`config.mk`:
```
export PLATFORM = sky130hd
export DESIGN_NAME = plb_sum
export DESIGN_NICKNAME = d
export VERILOG_FILES = /design/src/hw/rtl/plb_pkg.sv /design/src/hw/rtl/plb_sum.sv
export SDC_FILE = /design/constraint.sdc
export NUM_CORES = 1
export LEC_CHECK = 0
export BUFFER_PORTS_ARGS = -buffer_cell sky130_fd_sc_hd__buf_4
export CORE_MARGIN = 8
export CORE_UTILIZATION = 55
export CTS_CLUSTER_DIAMETER = 50
export CTS_CLUSTER_SIZE = 10
export DETAILED_ROUTE_END_ITERATION = 7
export PLACE_DENSITY_LB_ADDON = 0.1
export SYNTH_ARGS = -nofsm -noshare
export SYNTH_HDL_FRONTEND = slang
export SYNTH_SLANG_ARGS = --single-unit
export TNS_END_PERCENT = 10
```
`constraint.sdc`:
```
create_clock -name clk -period 6.6 [get_ports clk]
set_input_delay 1.32 -clock clk [delete_from_list [all_inputs] [get_ports clk]]
set_output_delay 1.32 -clock clk [all_outputs]
set_load 0.01 [all_outputs]
```
`src/hw/rtl/plb_pkg.sv`:
```
// Shared constants and types for the piecewise-linear branch predictor.
// Used by plb_sum, piecewise_linear_branch_predictor and the testbench; depends on nothing.
package plb_pkg;

    localparam int PC_INDEX_BITS_DEF        = 6;
    localparam int ADDRESS_HISTORY_BITS_DEF = 6;
    localparam int HISTORY_LENGTH_DEF       = 15;
    localparam int WEIGHT_BITS_DEF          = 8;

    // Reported sum and training threshold formats.
    localparam int SUM_BITS    = 13;
    localparam int SUM_MAX     = 4095;
    localparam int SUM_MIN     = -4096;
    localparam int THRESH_BITS = 12;
    localparam logic [THRESH_BITS-1:0] THRESH_RESET = 12'd54;

    // Item operation codes.
    localparam logic OP_PREDICT = 1'b0;
    localparam logic OP_UPDATE  = 1'b1;

    typedef enum logic [1:0] {
        ST_CLEAR,
        ST_IDLE,
        ST_EXEC,
        ST_SUM
    } plb_state_t;

endpackage

```
`src/hw/rtl/plb_sum.sv`:
```
// Two-level signed adder tree for the perceptron sum, with saturation to the reported width.
// Depends on plb_pkg.
module plb_sum #(
    parameter int WEIGHT_BITS = plb_pkg::WEIGHT_BITS_DEF,
    parameter int SLOTS       = plb_pkg::HISTORY_LENGTH_DEF + 1
) (
    input  logic                                 clk,
    input  logic                                 load,
    input  logic [SLOTS*(WEIGHT_BITS+1)-1:0]     weights,
    input  logic [SLOTS-1:0]                     add_sel,
    output logic signed [plb_pkg::SUM_BITS-1:0]  sum_sat
);

    import plb_pkg::*;

    localparam int WW      = WEIGHT_BITS + 1;
    localparam int ACC_RAW = WW + $clog2(SLOTS) + 2;
    localparam int ACC_W   = (ACC_RAW > SUM_BITS) ? ACC_RAW : SUM_BITS + 1;
    localparam int GROUPS  = (SLOTS + 3) / 4;
    localparam logic signed [ACC_W-1:0] SAT_HI = ACC_W'(SUM_MAX);
    localparam logic signed [ACC_W-1:0] SAT_LO = ACC_W'(SUM_MIN);

    logic signed [ACC_W-1:0] grp_next [GROUPS];
    logic signed [ACC_W-1:0] grp_reg  [GROUPS];
    logic signed [ACC_W-1:0] total;

    // First level: each group adds or subtracts up to four signed terms.
    always_comb
    begin
        logic signed [WW-1:0]    w;
        logic signed [ACC_W-1:0] term;
        int idx;
        for (int g = 0; g < GROUPS; g++)
        begin
            grp_next[g] = '0;
            for (int k = 0; k < 4; k++)
            begin
                idx = 4 * g + k;
                if (idx < SLOTS)
                begin
                    w    = signed'(weights[idx*WW +: WW]);
                    term = ACC_W'(w);
                    grp_next[g] = add_sel[idx] ? grp_next[g] + term : grp_next[g] - term;
                end
            end
        end
    end

    always_ff @(posedge clk)
    begin
        if (load)
        begin
            for (int g = 0; g < GROUPS; g++)
            begin
                grp_reg[g] <= grp_next[g];
            end
        end
    end

    always_comb
    begin
        total = '0;
        for (int g = 0; g < GROUPS; g++)
        begin
            total = total + grp_reg[g];
        end
        if (total > SAT_HI)
        begin
            sum_sat = SUM_BITS'(SUM_MAX);
        end
        else if (total < SAT_LO)
        begin
            sum_sat = SUM_BITS'(SUM_MIN);
        end
        else
        begin
            sum_sat = total[SUM_BITS-1:0];
        end
    end

endmodule

```
Yosys cells after proc, flatten, opt, wreduce, memory -nomap -nowiden
Memory sizes are Yosys's and may differ from the RTL's. Cells that the tools add are included. W data, S select, Z words.

Register bits after elaboration: 0. Memory bits (writable): 60. Input port bits: 162. Memories: 1.

$add $sub $neg: 31. Magnitude comparators: 2. Muxes and demuxes: 20.

Memory list: grp_reg (words 4, width 15, read ports 4, clocked after memory_dff 0, wr ports 4, line plb_sum.sv:24) `logic signed [ACC_W-1:0] grp_reg [GROUPS];`.

Operator list (number): $mux W15 (16); $add A15 B9 Y15 (12); $sub A15 B9 Y15 (12); $add A15 B15 Y15 (3); $sub A1 B9 Y10 const A (4); $mux W13 (2); $gt A15 B13 Y1 const B (1); $lt A15 B13 Y1 const B (1); $mux W1 (2).

Logic depth before layout (Yosys ltp)
Depth after elaboration: 8. Mapped depth: 23. Mapped depth without buffers: 23.

Worst setup path before layout
Ideal clock, no wire load.

Path kind: input -> register. From: input add_sel[9]. To: memory grp_reg[2][14] in the netlist's numbering, data pin. Arrival time: 5.738 ns. Data required time: 6.332 ns. Path slack: 0.595 ns. Cell stages on the path: 19. Path through: buf_1 > mux2_2 > ha_1 > a21o_1 > a21oi_1 > o21bai_1 > a2111oi_0 > o41ai_1 > xor2_1 > ha_1 > or3_1 > o21ai_0 > nor2_1 > xor2_1 > ha_1 > or3_1 > nor3_1 > o31ai_1 > xnor3_1.

RTL lines: start, declared (line plb_sum.sv:10) `input logic [SLOTS-1:0] add_sel,`; end, declared (line plb_sum.sv:24).

==> metrics.md <==
| Metric | Value |
|---|---|
| Max-capacitance violation count | 0 |
| Per-instance average area after synthesis | 8.18 um2 |
| Area of the die | around 0.031 mm2 |
| Max reg flops | 60 |
| Starting density of the core | 0.561 |
| Ratio of cells with drive above 1 in the final layout | 0.138 |
| H-tree levels | 3 |
| Inserted Clock Buffers | 9 |
| Number of endpoints with negative hold slack in the final report | 0 |
| Start-to-end type of the worst setup path | input pin to flop |
| Most area-consuming cells after synthesis | ha_1 (18%), edfxtp_1 (13%), xor2_1 (9.9%) |
| Post-synthesis sequential element count | 60 |
| Count of yosys warnings during synthesis | 0 |
| Highest-delay cell along the critical path | ha_1 |
| Antenna violations before repair | 0 |
| Sequential fraction of the synthesis area | 0.128 |
| Required arrival time at the worst endpoint | between 6 and 7 ns |
| Total via count in the routed design | approximately 13,000 |
| Core area | 0.0252 mm2 |
| Die Wd | approximately 180 um |
| Result of the run | completed |
| Total Negative Setup Slacks | 0 ns |
| Hold Startpoint | weights[63] |
| Maximum net fanout on the critical path | 8 |
| RSZ-0062 raised after global routing | no |
| RD Place Congestion | roughly 0.88 |
| Aggregate global-route resource usage | 0.213 |
| Worst slew pin tran | between 0.7 and 0.8 ns |
| Synth unique cells | slightly below 80 |
| N_diodes | 0 |
| Total wire length | between 30 and 40 mm |
| Worst-case hold path end point | grp_reg[1][0] |
| Max Slew Vio Count | 0 |
| Net Count, Synth | 2,127 |
| Detailed Route Iter0 Violations | about 660 |
| FFs w/ async S/R, synth | 0 |
| Syn-to-layout area delta | 13.5% |
| Final worst path period share | 0.936 |
| Row count | 58 |
| Portion of synthesized cell area occupied by the leading cell type | 0.175 |
| Instance count of the mapped netlist | between 1,500 and 2,000 |
| Largest stage delay on the critical path | around 0.43 ns |
| Maximum number of pins on one net before global-route repair | a little over 60 |
| Leading cell type in the layout, fill and taps excluded | ha_1 |
| Arrival time at the worst endpoint | between 6 and 7 ns |
| Worst Hold Class | input pin to flop |
| Final min period | a little over 6 ns |
| Routed vias/inst | 5.76 |
| DPL Wire Length | between 20 and 30 mm |
| Largest area contributor in the netlist | ha_1 |
| Root buffer cell | clkbuf_16 |
| Number of nets with antenna violations after detailed routing | 0 |
| CP cell instances | buf_4, inv_1, ha_1, mux2_2, ha_1, a21o_1, a21oi_1, o211ai_1, o31a_1, a31o_2, a211oi_1, maj3_1, xnor2_1, ha_1, nand3b_1, o21ai_0, a311oi_1, o211ai_1, ha_1, nand2_1, a311o_1, and3_1, o32a_1, a211oi_1 |
| Detail-routed net length per standard cell | around 15 um |
| Max clock buf depth | 2 |
| Netlist Area Pre-Place | around 0.014 mm2 |
| Fmax | about 160 MHz |
| First-pass detailed-route iteration total | 5 |
| Congestion Overflow GR | 0 |
| Fillcell total | between 2,000 and 2,500 |
| Most prevalent standard cell on the critical path | ha_1 |
| Nets | 2,289 |
| Number of synthesized flops with an enable pin | 60 |
| Max-slew headroom at the worst pin | 0.487 |
| DR DRC count | 0 |
| Sinks on the clock net | 60 |
| Global-route wire length before repair | approximately 57 mm |
| Clock edge transition at the registers on the reported setup and hold paths | about 0.05 ns |
| Die span in y | about 180 um |
| CTS tree | yes |
| Prevailing post-synth register cell | edfxtp_1 |
| Most frequent cells in the layout | ha_1 (198), buf_4 (176), nor2_1 (164) |
| Buffers added on ports | about 170 |
| Final Setup Violations | 0 |
| CP startpoint kind | input pin |
| Via count of the first global-routing pass | 12,400 |
| Number of stages on the worst hold path | 2 |
| IO Pins | between 150 and 200 |
| Type of element capturing the critical path | flop |
[cells by family (layout without fill, tap and decap cells)]
kind of cell               count (synthesis)  after routing  synth area share
and+or+nand+nor                          551            551             0.197
AOI/OAI and AO/OA                        435            435             0.208
xor gates and xnor gates                 278            278             0.177
adders and majority gates                239            239             0.233
buffers and inverters                    138            304            0.0371
DFF                                       60             60             0.128
muxes                                     26             26            0.0206
[critical path, delay by kind of cell]
kind	cells	cell delay, ns
AO/OA/AOI/OAI	12	2.49
AND/OR/NAND/NOR	3	0.39
adder cells (fa/ha/maj)	5	1.62
multiplexers	1	0.29
XOR/XNOR	1	0.07
buffers and inverters	2	0.15
[routing by layer]
layer | global-route usage | wire length (um) | up-vias
met1 | 0.273 | 15800 | 5882
met4 | 0.0442 | 428 | 0
li1 | - | - | 6642
met5 | 0 | 0 | -
met2 | 0.379 | 16300 | 264
met3 | 0.0231 | 1270 | 27
[timing repair]
action / in CTS / in global routing
buffers inserted: 0 / 0
resized for setup: 0 / 2
hold buffers: 0 / 0
endpoints found under the setup margin: 0 / 1
[final cells by class]
type | count | area (um2) | share of cell area
clock buffers | 9 | 225 | 0.0141
clock inverters | 6 | 42.5 | 0.00265
inverters | 113 | 424 | 0.0265
multi-input cells | 1529 | 11800 | 0.736
flip-flops and latches | 60 | 1800 | 0.112
well taps | 330 | 413 | 0.0258
repair buffers | 176 | 1320 | 0.0824
[worst max-delay path by stage]
stage	startpoint	endpoint	slack (ns)	depth (start not counted)
after floorplan	add_sel[9]	grp_reg[2][14]	0.59	19
after detailed placement	weights[9]	grp_reg[0][14]	0.13	24
after global placement	weights[9]	grp_reg[0][14]	0.25	24
after global routing	weights[81]	grp_reg[2][14]	0.0003	22
after CTS	weights[9]	grp_reg[0][14]	0.46	24
final	weights[9]	grp_reg[0][14]	0.42	24
[cell usage after synthesis, drive strengths merged (14+ instances only)]
cell      n
nand3    28
mux2     24
a21o     47
nor2b    25
and3     20
a211oi   16
or3      25
xor2    160
nor3     83
o21a     24
inv     113
nor2    164
a21oi   138
o21ai    51
ha      198
or2      14
edfxtp   60
fa       40
a31oi    38
nand2   104
nor4     23
xnor2   115
clkbuf   17
[metrics by stage]
| stage | cells | instance area (um2) | hold WS (ns) | worst slack, ns | utilization |
|---|---|---|---|---|---|
| finish | 2223 | 16000 | 1.32 | 0.423 | 0.637 |
| global route | 2223 | 16000 | 1.34 | 0.000279 | 0.637 |
| CTS | 2223 | 16000 | 1.32 | 0.463 | 0.636 |
| detailed placement | 2208 | 15800 | 1.66 | 0.132 | 0.626 |
| global placement | 2208 | 15800 | 1.65 | 0.252 | 0.626 |
| floorplan | 1727 | 14100 | 1.43 | 0.595 | - |
Power is left out: the tool's default activity adds up to more than one toggle a clock period on the data nets, which glitch-free logic cannot reach.
